$ cat src/lpfr_pkg.sv
// package for the length-prefixed frame receiver
// token format between front and back, codes, constants and the crc-16 byte update
// no dependencies
`default_nettype none

package lpfr_pkg;

    localparam int          LEN_W         = 24;
    localparam logic [15:0] CRC_POLY      = 16'h1021;
    localparam logic [7:0]  END_BYTE      = 8'd3;
    localparam logic [7:0]  START_MIN     = 8'd2;
    localparam logic [7:0]  START_MAX     = 8'd4;
    localparam logic [LEN_W-1:0] MAX_LEN_RESET = 24'd512;

    localparam int QUEUE_DEPTH = 4;
    localparam int QPTR_W      = 2;
    localparam int QCNT_W      = 3;

    localparam logic [2:0] TK_DATA   = 3'd0;
    localparam logic [2:0] TK_CRC_HI = 3'd1;
    localparam logic [2:0] TK_CRC_LO = 3'd2;
    localparam logic [2:0] TK_END    = 3'd3;
    localparam logic [2:0] TK_LONG   = 3'd4;

    localparam logic [1:0] ST_GOOD     = 2'd0;
    localparam logic [1:0] ST_CRC_ERR  = 2'd1;
    localparam logic [1:0] ST_BAD_END  = 2'd2;
    localparam logic [1:0] ST_TOO_LONG = 2'd3;

    typedef struct packed {
        logic [2:0]       code;
        logic [7:0]       data;
        logic [LEN_W-1:0] len;
    } t_token;

    function automatic logic [15:0] crc_byte(input logic [15:0] crc, input logic [7:0] b);
        logic [15:0] c;
        c = crc ^ {b, 8'h00};
        for (int i = 0; i < 8; i++) begin
            if (c[15]) begin
                c = {c[14:0], 1'b0} ^ CRC_POLY;
            end else begin
                c = {c[14:0], 1'b0};
            end
        end
        return c;
    endfunction

endpackage

`default_nettype wire

$ cat src/lpfr_if.sv
// channel interfaces of the frame receiver: byte input, result output, config write
// no dependencies
`default_nettype none

interface lpfr_in_if;
    logic       valid;
    logic       ready;
    logic [7:0] rx_byte;

    modport source (output valid, output rx_byte, input ready);
    modport sink   (input valid, input rx_byte, output ready);
endinterface

interface lpfr_out_if;
    logic        valid;
    logic        ready;
    logic        out_kind;
    logic [7:0]  out_data;
    logic [1:0]  frame_status;
    logic [23:0] frame_length;

    modport source (output valid, output out_kind, output out_data, output frame_status,
                    output frame_length, input ready);
    modport sink   (input valid, input out_kind, input out_data, input frame_status,
                    input frame_length, output ready);
endinterface

interface lpfr_cfg_if;
    logic        valid;
    logic        ready;
    logic [23:0] max_payload_len;

    modport source (output valid, output max_payload_len, input ready);
    modport sink   (input valid, input max_payload_len, output ready);
endinterface

`default_nettype wire

$ cat src/lpfr_front.sv
// front part: frame parser that hunts, decodes length, counts payload, emits tokens
// depends on lpfr_pkg and lpfr_if
`default_nettype none

module lpfr_front import lpfr_pkg::*; #(
    parameter int LENGTH_WIDTH = 24
) (
    input  wire         i_clk,
    input  wire         i_rst_n,
    lpfr_in_if.sink     i_in,
    lpfr_cfg_if.sink    i_cfg,
    input  wire         i_q_full,
    output logic        o_push,
    output t_token      o_token
);

    localparam int unsigned LIMIT_INT = (1 << LENGTH_WIDTH) - 1;
    localparam logic [LEN_W-1:0] LEN_LIMIT = LEN_W'(LIMIT_INT);

    localparam logic [2:0] PH_HUNT   = 3'd0;
    localparam logic [2:0] PH_LEN    = 3'd1;
    localparam logic [2:0] PH_DATA   = 3'd2;
    localparam logic [2:0] PH_CRC_HI = 3'd3;
    localparam logic [2:0] PH_CRC_LO = 3'd4;
    localparam logic [2:0] PH_END    = 3'd5;

    logic [2:0]              r_phase, n_phase;
    logic [1:0]              r_len_left, n_len_left;
    logic [LEN_W-1:0]        r_len, n_len;
    logic [LENGTH_WIDTH-1:0] r_count, n_count;
    logic [LEN_W-1:0]        r_max;

    logic                    w_accept;
    logic                    w_emit;
    logic [7:0]              w_b;
    logic [7:0]              w_left_m1;
    logic [LEN_W-1:0]        w_len_shift;
    logic [LENGTH_WIDTH-1:0] w_count_inc;

    assign i_in.ready  = !i_q_full;
    assign i_cfg.ready = 1'b1;
    assign w_accept    = i_in.valid && i_in.ready;
    assign w_b         = i_in.rx_byte;
    assign w_left_m1   = w_b - 8'd1;
    assign w_len_shift = {r_len[LEN_W-9:0], w_b};
    assign w_count_inc = r_count + 1'b1;
    assign o_push      = w_accept && w_emit;

    always_comb begin
        n_phase    = r_phase;
        n_len_left = r_len_left;
        n_len      = r_len;
        n_count    = r_count;
        w_emit     = 1'b0;
        o_token    = '{code: TK_DATA, data: w_b, len: r_len};
        case (r_phase)
            PH_HUNT: begin
                if (w_b >= START_MIN && w_b <= START_MAX) begin
                    n_phase    = PH_LEN;
                    n_len_left = w_left_m1[1:0];
                    n_len      = '0;
                    n_count    = '0;
                end
            end
            PH_LEN: begin
                n_len      = w_len_shift;
                n_len_left = r_len_left - 2'd1;
                if (n_len_left == 2'd0) begin
                    n_count = '0;
                    if (w_len_shift > r_max || w_len_shift > LEN_LIMIT) begin
                        w_emit  = 1'b1;
                        o_token = '{code: TK_LONG, data: 8'd0, len: w_len_shift};
                        n_phase = PH_HUNT;
                        n_len   = '0;
                    end else if (w_len_shift == '0) begin
                        n_phase = PH_CRC_HI;
                    end else begin
                        n_phase = PH_DATA;
                    end
                end
            end
            PH_DATA: begin
                w_emit  = 1'b1;
                n_count = w_count_inc;
                if (w_count_inc == r_len[LENGTH_WIDTH-1:0]) begin
                    n_phase = PH_CRC_HI;
                end
            end
            PH_CRC_HI: begin
                w_emit       = 1'b1;
                o_token.code = TK_CRC_HI;
                n_phase      = PH_CRC_LO;
            end
            PH_CRC_LO: begin
                w_emit       = 1'b1;
                o_token.code = TK_CRC_LO;
                n_phase      = PH_END;
            end
            PH_END: begin
                w_emit       = 1'b1;
                o_token.code = TK_END;
                n_phase      = PH_HUNT;
                n_len        = '0;
            end
            default: begin
                n_phase = PH_HUNT;
            end
        endcase
    end

    always_ff @(posedge i_clk) begin
        if (!i_rst_n) begin
            r_phase    <= PH_HUNT;
            r_len_left <= '0;
            r_len      <= '0;
            r_count    <= '0;
        end else if (w_accept) begin
            r_phase    <= n_phase;
            r_len_left <= n_len_left;
            r_len      <= n_len;
            r_count    <= n_count;
        end
    end

    always_ff @(posedge i_clk) begin
        if (!i_rst_n) begin
            r_max <= MAX_LEN_RESET;
        end else if (i_cfg.valid && i_cfg.ready) begin
            r_max <= i_cfg.max_payload_len;
        end
    end

    a_len_left_nonzero: assert property (@(posedge i_clk) disable iff (!i_rst_n)
        (r_phase == PH_LEN) |-> (r_len_left != 2'd0))
        else $error("length phase with no length bytes left");

    a_data_len_nonzero: assert property (@(posedge i_clk) disable iff (!i_rst_n)
        (r_phase == PH_DATA) |-> (r_len != '0 && r_len <= LEN_LIMIT))
        else $error("payload phase with empty or oversized length");

endmodule

`default_nettype wire

$ cat src/lpfr_queue.sv
// token queue between parser and crc/status back end
// depends on lpfr_pkg
`default_nettype none

module lpfr_queue import lpfr_pkg::*; (
    input  wire    i_clk,
    input  wire    i_rst_n,
    input  wire    i_push,
    input  t_token i_token,
    output logic   o_full,
    output logic   o_valid,
    output t_token o_token,
    input  wire    i_pop
);

    t_token             r_mem [QUEUE_DEPTH];
    logic [QPTR_W-1:0]  r_wr_ptr;
    logic [QPTR_W-1:0]  r_rd_ptr;
    logic [QCNT_W-1:0]  r_count;

    logic w_push;
    logic w_pop;

    assign o_full  = (r_count == QCNT_W'(QUEUE_DEPTH));
    assign o_valid = (r_count != '0);
    assign o_token = r_mem[r_rd_ptr];
    assign w_push  = i_push && !o_full;
    assign w_pop   = i_pop && o_valid;

    always_ff @(posedge i_clk) begin
        if (w_push) begin
            r_mem[r_wr_ptr] <= i_token;
        end
    end

    always_ff @(posedge i_clk) begin
        if (!i_rst_n) begin
            r_wr_ptr <= '0;
            r_rd_ptr <= '0;
            r_count  <= '0;
        end else begin
            if (w_push) begin
                r_wr_ptr <= r_wr_ptr + 1'b1;
            end
            if (w_pop) begin
                r_rd_ptr <= r_rd_ptr + 1'b1;
            end
            case ({w_push, w_pop})
                2'b10:   r_count <= r_count + 1'b1;
                2'b01:   r_count <= r_count - 1'b1;
                default: r_count <= r_count;
            endcase
        end
    end

    a_no_push_full: assert property (@(posedge i_clk) disable iff (!i_rst_n)
        i_push |-> !o_full)
        else $error("token pushed into full queue");

    a_count_bound: assert property (@(posedge i_clk) disable iff (!i_rst_n)
        r_count <= QCNT_W'(QUEUE_DEPTH))
        else $error("queue count beyond depth");

endmodule

`default_nettype wire

$ cat src/lpfr_back.sv
// back part: running crc, received crc capture, result register toward the output
// depends on lpfr_pkg and lpfr_if
`default_nettype none

module lpfr_back import lpfr_pkg::*; (
    input  wire         i_clk,
    input  wire         i_rst_n,
    input  wire         i_q_valid,
    input  t_token      i_token,
    output logic        o_pop,
    lpfr_out_if.source  o_out
);

    logic [15:0]      r_crc, n_crc;
    logic [15:0]      r_rx_crc, n_rx_crc;
    logic             r_out_valid, n_out_valid;
    logic             r_kind, n_kind;
    logic [7:0]       r_data, n_data;
    logic [1:0]       r_status, n_status;
    logic [LEN_W-1:0] r_len, n_len;

    logic w_slot_free;

    assign w_slot_free = !r_out_valid || o_out.ready;
    assign o_pop       = i_q_valid && w_slot_free;

    assign o_out.valid        = r_out_valid;
    assign o_out.out_kind     = r_kind;
    assign o_out.out_data     = r_data;
    assign o_out.frame_status = r_status;
    assign o_out.frame_length = r_len;

    always_comb begin
        n_crc       = r_crc;
        n_rx_crc    = r_rx_crc;
        n_out_valid = r_out_valid && !o_out.ready;
        n_kind      = r_kind;
        n_data      = r_data;
        n_status    = r_status;
        n_len       = r_len;
        if (o_pop) begin
            case (i_token.code)
                TK_DATA: begin
                    n_crc       = crc_byte(r_crc, i_token.data);
                    n_out_valid = 1'b1;
                    n_kind      = 1'b0;
                    n_data      = i_token.data;
                    n_status    = ST_GOOD;
                    n_len       = '0;
                end
                TK_CRC_HI: begin
                    n_rx_crc = {i_token.data, r_rx_crc[7:0]};
                end
                TK_CRC_LO: begin
                    n_rx_crc = {r_rx_crc[15:8], i_token.data};
                end
                TK_END: begin
                    n_out_valid = 1'b1;
                    n_kind      = 1'b1;
                    n_data      = 8'd0;
                    n_len       = i_token.len;
                    if (i_token.data != END_BYTE) begin
                        n_status = ST_BAD_END;
                    end else if (r_rx_crc != r_crc) begin
                        n_status = ST_CRC_ERR;
                    end else begin
                        n_status = ST_GOOD;
                    end
                    n_crc    = '0;
                    n_rx_crc = '0;
                end
                TK_LONG: begin
                    n_out_valid = 1'b1;
                    n_kind      = 1'b1;
                    n_data      = 8'd0;
                    n_status    = ST_TOO_LONG;
                    n_len       = i_token.len;
                    n_crc       = '0;
                    n_rx_crc    = '0;
                end
                default: begin
                    n_crc = r_crc;
                end
            endcase
        end
    end

    always_ff @(posedge i_clk) begin
        if (!i_rst_n) begin
            r_crc       <= '0;
            r_rx_crc    <= '0;
            r_out_valid <= 1'b0;
        end else begin
            r_crc       <= n_crc;
            r_rx_crc    <= n_rx_crc;
            r_out_valid <= n_out_valid;
        end
    end

    always_ff @(posedge i_clk) begin
        r_kind   <= n_kind;
        r_data   <= n_data;
        r_status <= n_status;
        r_len    <= n_len;
    end

    a_payload_fields_zero: assert property (@(posedge i_clk) disable iff (!i_rst_n)
        (r_out_valid && !r_kind) |-> (r_status == ST_GOOD && r_len == '0))
        else $error("payload transfer with nonzero status or length");

endmodule

`default_nettype wire

$ cat src/length_prefixed_frame_receiver_core.sv
// top level of the length-prefixed frame receiver with crc-16/xmodem check
// depends on lpfr_pkg, lpfr_if, lpfr_front, lpfr_queue, lpfr_back
`default_nettype none

// Takes one serial byte per clock cycle while the queue is not full. The front end parses
// a byte in the cycle it is accepted and queues any token it yields in a four-entry queue;
// the back end pops one token a cycle while its output register is free, updates the crc
// and loads the output register. Output stalls are absorbed by the queue; input ready
// drops only when the queue is full. No clearing pass after reset.
module length_prefixed_frame_receiver_core import lpfr_pkg::*; #(
    parameter int LENGTH_WIDTH = 24
) (
    input  wire         i_clk,
    input  wire         i_rst_n,
    lpfr_in_if.sink     i_in,
    lpfr_cfg_if.sink    i_cfg,
    lpfr_out_if.source  o_out
);

    logic   w_push;
    t_token w_push_token;
    logic   w_q_full;
    logic   w_q_valid;
    t_token w_q_token;
    logic   w_pop;

    lpfr_front #(
        .LENGTH_WIDTH (LENGTH_WIDTH)
    ) u_front (
        .i_clk    (i_clk),
        .i_rst_n  (i_rst_n),
        .i_in     (i_in),
        .i_cfg    (i_cfg),
        .i_q_full (w_q_full),
        .o_push   (w_push),
        .o_token  (w_push_token)
    );

    lpfr_queue u_queue (
        .i_clk   (i_clk),
        .i_rst_n (i_rst_n),
        .i_push  (w_push),
        .i_token (w_push_token),
        .o_full  (w_q_full),
        .o_valid (w_q_valid),
        .o_token (w_q_token),
        .i_pop   (w_pop)
    );

    lpfr_back u_back (
        .i_clk     (i_clk),
        .i_rst_n   (i_rst_n),
        .i_q_valid (w_q_valid),
        .i_token   (w_q_token),
        .o_pop     (w_pop),
        .o_out     (o_out)
    );

endmodule

`default_nettype wire
$ cat src/flat_wrapper.sv
// flat-port wrapper written by rule: the top's interface ports become plain ports
module length_prefixed_frame_receiver_core_flat import lpfr_pkg::*;
#(
    parameter int LENGTH_WIDTH = 24
)
  (i_clk, i_rst_n, i_in_valid, i_in_rx_byte, i_in_ready, i_cfg_valid, i_cfg_max_payload_len, i_cfg_ready, o_out_valid, o_out_out_kind, o_out_out_data, o_out_frame_status, o_out_frame_length, o_out_ready);
  lpfr_in_if i_in_i ();
  lpfr_cfg_if i_cfg_i ();
  lpfr_out_if o_out_i ();
  input  wire i_clk;
  input  wire i_rst_n;
  input wire logic [$bits(i_in_i.valid)-1:0] i_in_valid;
  input wire logic [$bits(i_in_i.rx_byte)-1:0] i_in_rx_byte;
  output wire logic [$bits(i_in_i.ready)-1:0] i_in_ready;
  input wire logic [$bits(i_cfg_i.valid)-1:0] i_cfg_valid;
  input wire logic [$bits(i_cfg_i.max_payload_len)-1:0] i_cfg_max_payload_len;
  output wire logic [$bits(i_cfg_i.ready)-1:0] i_cfg_ready;
  output wire logic [$bits(o_out_i.valid)-1:0] o_out_valid;
  output wire logic [$bits(o_out_i.out_kind)-1:0] o_out_out_kind;
  output wire logic [$bits(o_out_i.out_data)-1:0] o_out_out_data;
  output wire logic [$bits(o_out_i.frame_status)-1:0] o_out_frame_status;
  output wire logic [$bits(o_out_i.frame_length)-1:0] o_out_frame_length;
  input wire logic [$bits(o_out_i.ready)-1:0] o_out_ready;
  assign i_in_i.valid = i_in_valid;
  assign i_in_i.rx_byte = i_in_rx_byte;
  assign i_in_ready = i_in_i.ready;
  assign i_cfg_i.valid = i_cfg_valid;
  assign i_cfg_i.max_payload_len = i_cfg_max_payload_len;
  assign i_cfg_ready = i_cfg_i.ready;
  assign o_out_valid = o_out_i.valid;
  assign o_out_out_kind = o_out_i.out_kind;
  assign o_out_out_data = o_out_i.out_data;
  assign o_out_frame_status = o_out_i.frame_status;
  assign o_out_frame_length = o_out_i.frame_length;
  assign o_out_i.ready = o_out_ready;
  length_prefixed_frame_receiver_core #(.LENGTH_WIDTH(LENGTH_WIDTH)) u_core (.i_clk(i_clk), .i_rst_n(i_rst_n), .i_in(i_in_i), .i_cfg(i_cfg_i), .o_out(o_out_i));
endmodule
$ cat config.mk
export PLATFORM = sky130hd
export DESIGN_NAME = length_prefixed_frame_receiver_core_flat
export DESIGN_NICKNAME = d
export VERILOG_FILES = /design/src/lpfr_pkg.sv /design/src/lpfr_if.sv /design/src/lpfr_front.sv /design/src/lpfr_queue.sv /design/src/lpfr_back.sv /design/src/length_prefixed_frame_receiver_core.sv /design/src/flat_wrapper.sv
export SDC_FILE = /design/constraint.sdc
export NUM_CORES = 1
export LEC_CHECK = 0
export BUFFER_PORTS_ARGS = -buffer_cell sky130_fd_sc_hd__buf_2
export CAP_MARGIN = 20
export CORE_ASPECT_RATIO = 1.2
export CORE_MARGIN = 4
export CORE_UTILIZATION = 60
export DETAILED_ROUTE_END_ITERATION = 12
export PLACE_DENSITY = 0.8
export SETUP_SLACK_MARGIN = 0.4
export SYNTH_ARGS = -nofsm -noshare
export SYNTH_HDL_FRONTEND = slang
export SYNTH_SLANG_ARGS = --single-unit
$ cat constraint.sdc
create_clock -name i_clk -period 4.7 [get_ports i_clk]
set_input_delay 0.47 -clock i_clk [delete_from_list [all_inputs] [get_ports i_clk]]
set_output_delay 0.47 -clock i_clk [all_outputs]
set_load 0.05 [all_outputs]
==> metrics.csv, run 1 <==
stage,metric,value,unit
status,status,"complete, no violations",
cts,clkTransAtPathRegs,0.07,ns
timing,final.setup_skew,0.0148,ns
cts,htree_levels,1,
hold_path,min_from,i_cfg_max_payload_len[9],
cts,clock-sinks,294,
finish,layout-drive-gt1-share,16.4,%
timing,rsz0062_at_grt,false,
logic_synthesis,synth_area_leaders,"edfxtp_1 (39%), dfxtp_1 (18%), mux4_2 (5.8%)",
global_routing,grt_pass1_wl,47600,µm
logic_synthesis,synth_top_area_share,38.9,%
logic_synthesis,syn_area,13500,µm²
logic_synthesis,synth_cell_types,66,
cts,cts-buffers-inserted,27,
finish,multi_input_area,5510,µm²
timing,tns,0,ns
global_routing,antenna_found_initial,1,
cts,tritoncts,built,
power_and_ir_drop,p_per_area,334,nW/µm²
setup_path,worstPathMaxFanout,7,
cts,cts_resized,0,
hold_path,min_path_type,primary input to register,
floorplan,die_y,172,µm
timing,slew_violations,0,
floorplan,ios,75,
logic_synthesis,syn_inst,1098,
global_routing,grtUsageMet3,3.33,%
cts,clockBufferDepth,3,
timing,timing.fmax,272,MHz
timing,relSlewSlack,28.9,%
global_routing,overflow,0,
finish,fillers,1506,
finish,stdcell_count,1453,
floorplan,rows,59,
cts,cts_root_buf,clkbuf_16,
finish,final_cell_area,15000,µm²
timing,timing.final.ws_setup,1.03,ns
drt,vias_per_cell,6.16,
logic_synthesis,yosysWarningCount,0,
drt,drtIter0Drc,788,
timing,holdWs,0.154,ns
drt,num_vias,8948,
logic_synthesis,avgSynthCellArea,12.3,µm²
global_routing,grt_max_degree,74,
setup_path,rr_endpoint,u_core.u_queue.r_count[2],
global_routing,grt_pass1_vias,8737,
floorplan,dieArea,25000,µm²
global_routing,grt.busiest_layer,met2,
floorplan,core_area,21900,µm²
cts,clock_latency,0.54,ns
place,dp.cells,1406,
timing,timing.final.crit_period,3.67,ns
drt,drc,0,
logic_synthesis,synth-seq-cells,294,
finish,final_nets,1232,
finish,area_delta_synth_final,10.9,%
setup_path,worst_r2r_startpoint,u_core.u_front.r_len[14],
cts,post_cts_buffers,0,
finish,final_cell_mix,"edfxtp_1 (175), dfxtp_1 (118), buf_2 (73)",
hold_path,hold_depth,3,
place,gp_congestion,0.904,
setup_path,crit_required,5.15,ns
drt,drt_wl_total,30200,µm
place,dp_hpwl,19700,µm
finish,register_area,7640,µm²
place,post-place-ws,1.16,ns
drt,detail-route-antenna-nets,0,
timing,worst_pin_slew,1.06,ns
logic_synthesis,synthArstFlopShare,0,%
drt,wl_per_cell,20.8,µm
global_routing,grt_use_met2,41.2,%
timing,hold_viol_final,0,
place,io_buffers,73,
logic_synthesis,netlist.top_cell.by_area,edfxtp_1,
setup_path,reg2regPathDepth,14,
setup_path,critPathKind,register to register,
hold_path,holdPathEnd,u_core.u_front.r_max[9],
setup_path,end_kind,register,
logic_synthesis,synth_nets,1169,
floorplan,start_util,61.6,%
cts,holdBufCountCts,0,
setup_path,crit_arrival,4.12,ns
setup_path,cp-start-kind,register,
run,drv_cap,0,
power_and_ir_drop,p_leak,5.16,nW
logic_synthesis,seq_area_frac_synth,56.5,%
logic_synthesis,yosys_most_used_dff,edfxtp_1,
logic_synthesis,synth_edf_count,175,
timing,finalSetupViolCount,0,
global_routing,grt_util_met1,31.6,%
floorplan,die_w,145,µm
setup_path,ff2ff_setup_slack,1.03,ns
drt,drt-pass1-iter-count,5,
timing,min_period_over_period,78.2,%
place,place_area,14100,µm²
global_routing,grt_usage,23.8,%
power_and_ir_drop,ir_worst_vdd,330,µV
finish,layout_commonest_cell,edfxtp_1,
[kinds of logic (layout without fill, tap and decap cells)]
family	count (synthesis)	count (layout)	share of synthesized area (%)
AOI/OAI and AO/OA	172	172	8.51
xor gates and xnor gates	79	79	5.12
adders and majority gates	34	34	3.20
buffers and inverters	96	176	2.82
DFF	294	294	56.5
muxes	91	91	10.2
other	1	2	0.0278
and+or+nand+nor	331	331	13.6
[worst max-delay path by stage]
stage                                         from                         end  slack (ns)  cells after the start
after floorplan           u_core.u_front.r_len[14]  u_core.u_queue.r_mem[0][0]        1.31                      7
after global placement    u_core.u_front.r_len[14]   u_core.u_queue.r_count[2]        1.34                     14
after detailed placement  u_core.u_front.r_len[14]   u_core.u_queue.r_count[2]        1.16                     14
after CTS                  u_core.u_front.r_len[5]   u_core.u_queue.r_count[2]        1.12                     14
after global routing      u_core.u_front.r_len[14]   u_core.u_queue.r_count[2]        0.70                     14
final                     u_core.u_front.r_len[14]   u_core.u_queue.r_count[2]        1.03                     14
[state kept, by name, summed over array words and instances, names as in the netlist, named ones only]
| signal | count |
|---|---|
| u_core.u_back.o_out.frame_length | 24 |
| u_core.u_back.o_out.out_kind | 1 |
| u_core.u_front.r_phase | 3 |
| u_core.u_back.o_out.frame_status | 2 |
| u_core.u_front.r_len_left | 2 |
| u_core.u_queue.r_count | 3 |
| u_core.u_front.r_len | 24 |
| u_core.u_front.r_max | 24 |
| u_core.u_queue.r_wr_ptr | 2 |
| u_core.u_queue.r_mem | 140 |
| u_core.u_front.r_count | 24 |
| u_core.u_back.o_out.out_data | 8 |
| u_core.u_back.r_crc | 16 |
| u_core.u_back.o_out.valid | 1 |
| u_core.u_queue.r_rd_ptr | 2 |
| u_core.u_back.r_rx_crc | 16 |
[power by group]
part	internal, W	leakage, nW	switching (W)
sequential	0.00272	2.51	0.00000776
combinational	0.0000541	2.23	0.0000729
clock	0.00123	0.414	0.000932
[per-stage QoR]
stage               power [W]  util, %
finish                0.00501     68.3
CTS                   0.00503     68.3
global placement      0.00290     64.4
global route          0.00515     68.3
detailed placement    0.00291     64.4
floorplan             0.00286        -
[synth_stat cells (all sizes together) (34+ instances only)]
cell / count
edfxtp: 175
dfxtp: 119
nor2b: 70
and2: 53
xnor2: 53
clkbuf: 47
nand2: 47
nor2: 43
a21oi: 41
inv: 40
o21ai: 37
mux4: 35
mux2i: 34
[metal layers]
| metal | up-vias | routed length (µm) |
|---|---|---|
| met2 | 319 | 15100 |
| met3 | 78 | 1870 |
| met4 | 0 | 979 |
| li1 | 4202 | - |
| met5 | - | 0 |
| met1 | 4349 | 12300 |
[worst max-delay path, stage by stage, from the launching register on]
cell and delay (ns):
dfxtp_1 0.40, ha_1 0.35, nand4_1 0.17, nor4_1 0.58
nand2_1 0.16, and3_1 0.22, o21ai_2 0.11, a21oi_1 0.23
inv_1 0.11, ha_1 0.18, inv_1 0.06, fa_1 0.37
xor2_1 0.16, or3_1 0.29, a21boi_0 0.19
[layout make-up]
cell class	instances	area share (%)
Timing Repair Buffer	89	3.24
Multi-Input combinational cell	708	36.7
Sequential cell	294	51.0
Inverter	41	1.03
Tap cell	274	2.29
Clock inverter	16	1.06
Antenna cell	1	0.0167
Clock buffer	30	4.65
(Power assumes the default switching activity.)
==> inputs of run 2 (changes only) <==
Settings changed: CORE_UTILIZATION 60 to 55, PLACE_DENSITY 0.8 to 0.77.
Clock period 4.7 ns to 3 ns, I/O delays scaled along.
==> metrics.csv, run 2 (synthesis results as in run 1) <==
stage,metric,value,unit,change
drt,drtIter0Drc,965,,+22%
setup_path,end_kind,register,,
finish,layout_commonest_cell,edfxtp_1,,
floorplan,ios,75,,unchanged
floorplan,rows,62,,+5.1%
setup_path,crit_required,3.48,ns,-1.67 ns
run,drv_cap,0,,unchanged
cts,clock_latency,0.56,ns,+0.02 ns
power_and_ir_drop,power.share.switching,21.6,%,+1.4 points
floorplan,dieArea,27100,µm²,+8.6%
setup_path,crit_path_start,u_core.u_front.r_max[19],,
global_routing,grt_usage,26.1,%,+2.3 points
finish,layout-drive-gt1-share,27.6,%,+11 points
setup_path,crit_arrival,3.48,ns,-0.64 ns
floorplan,die_w,151,µm,+4.2%
status,status,"complete, no violations",,
power_and_ir_drop,p_leak,5.78,nW,+12%
finish,register_area,7690,µm²,+0.62%
finish,largest_reg_flops,140,,unchanged
cts,clockBufferDepth,3,,unchanged
setup_path,worst_r2r_startpoint,u_core.u_front.r_max[19],,
power_and_ir_drop,p_seq_share,52.4,%,-2.0 points
power_and_ir_drop,p_int,0.00638,W,+60%
power_and_ir_drop,switchingPower,0.00176,W,+74%
setup_path,ff2ff_setup_slack,0.008,ns,-1.02 ns
place,gp_congestion,0.899,,-0.59%
global_routing,grt_pass1_wl,54900,µm,+15%
timing,tns,0,ns,unchanged
power_and_ir_drop,power.share.clock,44.5,%,+1.4 points
timing,slew_violations,0,,unchanged
timing,relSlewSlack,37.7,%,+8.9 points
setup_path,rr_endpoint,u_core.u_queue.r_count[2],,
timing,final.setup_skew,0.0157,ns,+0.000903 ns
setup_path,worstPathMaxFanout,3,,-4
finish,area_delta_synth_final,23.4,%,
timing,timing.final.crit_period,2.99,ns,-0.682 ns
floorplan,die_y,180,µm,+4.2%
hold_path,holdPathEnd,u_core.u_front.r_max[12],,
cts,htree_levels,1,,unchanged
drt,wl_per_cell,22.9,µm,+10%
finish,fillers,1587,,+5.4%
timing,worst_pin_slew,0.934,ns,-0.123 ns
floorplan,core_area,24000,µm²,+9.7%
place,dp_hpwl,21600,µm,+9.4%
finish,final_nets,1323,,+7.4%
global_routing,antenna_found_initial,1,,unchanged
timing,rsz0062_at_grt,true,,
finish,multi_input_area,5790,µm²,+5.1%
drt,vias_per_cell,6.07,,-1.4%
global_routing,overflow,0,,unchanged
drt,drt-pass1-iter-count,5,,unchanged
finish,final_cell_mix,"edfxtp_1 (175), dfxtp_1 (94), buf_2 (73)",,
hold_path,min_from,i_cfg_max_payload_len[12],,
place,io_buffers,73,,unchanged
drt,detail-route-antenna-nets,0,,unchanged
place,place_area,14800,µm²,+5.0%
drt,drt_wl_total,36600,µm,+21%
global_routing,grt_max_degree,69,,-6.8%
setup_path,reg2regPathDepth,16,,+2
timing,timing.fmax,334,MHz,+23%
floorplan,start_util,56.2,%,-5.4 points
drt,drc,0,,unchanged
cts,clkTransAtPathRegs,0.06,ns,about the same
drt,num_vias,9694,,+8.3%
global_routing,grt_pass1_vias,9487,,+8.6%
timing,finalSetupViolCount,0,,unchanged
finish,final_cell_area,16700,µm²,+11%
cts,tritoncts,built,,
power_and_ir_drop,p_per_area,488,nW/µm²,+46%
cts,cts-buffers-inserted,29,,+7.4%
hold_path,min_path_type,primary input to register,,
cts,cts_root_buf,clkbuf_16,,
hold_path,hold_depth,3,,unchanged
cts,clock-sinks,294,,unchanged
setup_path,cp-start-kind,register,,
power_and_ir_drop,ir_worst_vdd,451,µV,+37%
timing,hold_viol_final,0,,unchanged
timing,min_period_over_period,99.7,%,+22 points
power_and_ir_drop,p_comb_share,3.2,%,+0.7 points
finish,largest_register,u_core.u_queue.r_mem,,
setup_path,critPathKind,register to register,,
-- run 2: cell count changes in the layout (fill, tap and decap cells not counted), moves of 16 or more --
cell	delta
ha_4	+16
ha_1	-16
buf_4	+40
dfxtp_1	-24
dfxtp_2	+17
buf_12	+16
-- run 2: final cells by class --
cell class	instances	area share, %
diodes	2	0.0300
clock buffers	35	4.61
clock inverters	19	1.07
inverters	41	0.945
multi-input cells	708	34.7
flip-flops and latches	294	46.1
well taps	320	2.40
repair buffers	178	10.1
-- run 2: worst max path at each step --
stage                                     end  cells past startpoint
global route        u_core.u_queue.r_count[2]                     16
global placement    u_core.u_queue.r_count[2]                     16
detailed placement  u_core.u_queue.r_count[2]                     16
floorplan           u_core.u_queue.r_count[2]                     14
finish              u_core.u_queue.r_count[2]                     16
CTS                 u_core.u_queue.r_count[2]                     16
-- run 2: power groups by stage --
stage               Combinational [W]  Sequential [W]  Clock [W]
floorplan                    0.000145         0.00434          0
global placement             0.000228         0.00435          0
detailed placement           0.000234         0.00435          0
CTS                          0.000249         0.00426    0.00363
global route                 0.000281         0.00426    0.00384
finish                       0.000258         0.00426    0.00362
-- run 2: critical path: stages, from the launching register on --
cell and delay (ns):
dfxtp_2 0.33, inv_2 0.04, ha_4 0.26, nand4_1 0.15
nor4_2 0.36, buf_4 0.19, nand2_2 0.07, and3_4 0.19
o21ai_4 0.08, a21oi_4 0.08, inv_2 0.07, ha_4 0.12
inv_2 0.04, fa_2 0.34, xor2_1 0.16, or3_1 0.31
a21boi_1 0.12
-- run 2: through the flow --
stage          instances  utilization (%)  power, W  hold WS [ns]  setup slack (ns)
6_report            1597             69.3   0.00814        0.0105           0.00822
5_1_grt             1596             69.3   0.00839        0.0225            -0.109
4_1_cts             1587             68.4   0.00814      0.000781            0.0195
3_5_place_dp        1496             61.7   0.00458         0.468           -0.0854
3_3_place_gp        1496             61.7   0.00458         0.458            0.0156
2_1_floorplan       1098                -   0.00449         0.430             0.164
-- run 2: timing repair --
item,4_1_cts,5_1_grt
setup buffers,18,5
setup endpoints to repair,284,368
hold endpoints to repair,8,0
pin swaps,14,4
resized for setup,49,19
gates cloned,11,3
hold buffers,8,0
-- run 2: metal layers --
metal	track usage (%)	vias up	part of all wire (%)
met5	0	-	0
met4	7.55	0	3.1
met3	3.30	90	7.7
met2	45.8	518	52
met1	34.0	4700	37
li1	-	4386	-
==> inputs of run 3 (changes only) <==
Settings changed: CORE_UTILIZATION 55 to 60, PLACE_DENSITY 0.77 to 0.8.
Clock period 3 ns to 3.85 ns, I/O delays scaled along.
==> metrics.csv, run 3 (synthesis results as in run 1) <==
stage,metric,value,unit,change
status,status,"complete, no violations",,
timing,holdWs,0.0553,ns,+0.0448 ns
finish,antenna_cells,0,,-2
timing,tns,0,ns,unchanged
global_routing,grt_usage,24.4,%,-1.8 points
cts,clkTransAtPathRegs,0.06,ns,about the same
cts,cts_resized,0,,-100%
timing,relSlewSlack,34.8,%,-3.0 points
cts,clockBufferDepth,3,,unchanged
timing,hold_viol_final,0,,unchanged
cts,clock-sinks,294,,unchanged
setup_path,crit_required,4.31,ns,+0.83 ns
floorplan,ios,75,,unchanged
place,io_buffers,73,,unchanged
timing,timing.fmax,308,MHz,-8.0%
setup_path,cpMaxStageDelayCell,dfxtp_2,,
drt,vias_per_cell,6.18,,+1.7%
finish,final_cell_mix,"edfxtp_1 (175), dfxtp_1 (109), buf_2 (73)",,
power_and_ir_drop,p_per_area,402,nW/µm²,-18%
power_and_ir_drop,ir_worst_vdd,397,µV,-12%
timing,min_period_over_period,84.5,%,-15 points
setup_path,end_kind,register,,
cts,clock_latency,0.55,ns,about the same
place,gp_congestion,0.915,,+1.8%
run,drv_cap,0,,unchanged
drt,drt-pass1-iter-count,5,,unchanged
drt,drtIter0Drc,849,,-12%
floorplan,dieArea,25000,µm²,-7.9%
drt,drc,0,,unchanged
setup_path,path_buf_inv,2,,-2
finish,final_nets,1242,,-6.1%
global_routing,overflow,0,,unchanged
floorplan,die_w,145,µm,-4.0%
place,dp_hpwl,20600,µm,-4.7%
timing,timing.final.ws_setup,0.599,ns,+0.590 ns
power_and_ir_drop,p_leak,5.22,nW,-9.7%
timing,final.setup_skew,0.0202,ns,+0.00449 ns
finish,area_delta_synth_final,11.5,%,
setup_path,crit_arrival,3.71,ns,+0.23 ns
cts,post_cts_buffers,0,,-18
finish,largest_register,u_core.u_queue.r_mem,,
setup_path,crit_path_cell_trace,ha_1 > nand4_1 > nor2_1 > a221oi_1 > o211ai_1 > o21ai_2 > a21oi_1 > inv_1 > ha_1 > inv_1 > fa_1 > xor2_1 > or3_1 > a21boi_0,,
global_routing,grt_pass1_wl,49000,µm,-11%
drt,drt_wl_total,30900,µm,-15%
place,post-place-ws,0.533,ns,+0.619 ns
floorplan,core_area,21900,µm²,-8.8%
drt,wl_per_cell,21.1,µm,-7.9%
cts,tritoncts,built,,
global_routing,grt_pass1_vias,8979,,-5.4%
timing,slew_violations,0,,unchanged
floorplan,start_util,61.6,%,+5.4 points
finish,layout_commonest_cell,edfxtp_1,,
cts,cts-buffers-inserted,27,,-6.9%
global_routing,antenna_found_initial,1,,unchanged
global_routing,grt_max_degree,74,,+7.2%
floorplan,rows,59,,-4.8%
timing,rsz0062_at_grt,false,,
setup_path,worstPathMaxFanout,7,,+4
cts,cts_root_buf,clkbuf_16,,
setup_path,cp-start-kind,register,,
drt,detail-route-antenna-nets,0,,unchanged
setup_path,crit_path_max_incr_delay,0.37,ns,about the same
cts,holdBufCountCts,0,,-8
timing,finalSetupViolCount,0,,unchanged
hold_path,min_path_type,primary input to register,,
timing,worst_pin_slew,0.974,ns,+0.0401 ns
timing,timing.final.crit_period,3.25,ns,+0.260 ns
cts,htree_levels,1,,unchanged
drt,num_vias,9054,,-6.6%
floorplan,die_y,172,µm,-4.1%
finish,layout-drive-gt1-share,17.7,%,-9.9 points
setup_path,critPathKind,register to register,,
setup_path,path_delay_family,compound AO/OA/AOI/OAI gates,,
finish,largest_reg_flops,140,,unchanged
run 3: changes by cell type in the layout (fill, tap and decap cells not counted), moves of 15 or more:
cell | previous run | this run
buf_4 | 56 | 26
buf_12 | 16 | 0
dfxtp_1 | 94 | 109
ha_4 | 16 | 0
ha_1 | 17 | 33
run 3: area by class of cell:
type | count | area, µm²
clock buffer | 41 | 758
clock inverter | 9 | 81.3
fill | 1498 | 6870
inverter | 41 | 154
multi-input combinational | 708 | 5510
sequential | 294 | 7650
tap | 274 | 343
timing repair buffer | 99 | 561
run 3: report_power, final:
| part | switching [W] | total [W] | leakage [nW] | internal, W |
|---|---|---|---|---|
| combinational | 0.0000942 | 0.000162 | 2.29 | 0.0000673 |
| sequential | 0.00000842 | 0.00332 | 2.52 | 0.00332 |
| clock | 0.00114 | 0.00257 | 0.412 | 0.00143 |
| total | 0.00124 | 0.00605 | 5.22 | 0.00481 |
run 3: metal layers:
metal,track usage (%),wire (µm),vias up
met5,0,0,-
met4,6.98,743,0
met3,3.70,2040,61
met2,43.5,15800,360
met1,31.4,12300,4422
li1,-,-,4211
run 3: worst reg2reg max path, delay by kind of cell (launching register included):
kind	cells	cell delay, ns
buffers and inverters	2	0.13
adder cells (fa/ha/maj)	3	0.88
AND/OR/NAND/NOR	3	0.58
AO/OA/AOI/OAI	5	1.03
flip-flops	1	0.37
XOR/XNOR	1	0.16
run 3: path summary, 6_finish.rpt:
check / end / from / slack [ns] / cells past startpoint
min reg2reg: u_core.u_back.r_rx_crc[7] / u_core.u_back.r_rx_crc[7] / 0.47 / 2
min: u_core.u_front.r_max[9] / i_cfg_max_payload_len[9] / 0.06 / 3
max reg2reg: u_core.u_queue.r_count[2] / u_core.u_front.r_len[14] / 0.60 / 14
max: u_core.u_queue.r_count[2] / u_core.u_front.r_len[14] / 0.60 / 14
run 3: stage by stage:
step                instances  utilization, %  instance area (µm²)  power (W)
floorplan                1098               -                13500    0.00349
global placement         1416            64.7                14200    0.00354
detailed placement       1416            64.7                14200    0.00355
CTS                      1466            68.6                15000    0.00608
global route             1466            68.7                15100    0.00624
finish                   1466            68.7                15100    0.00605
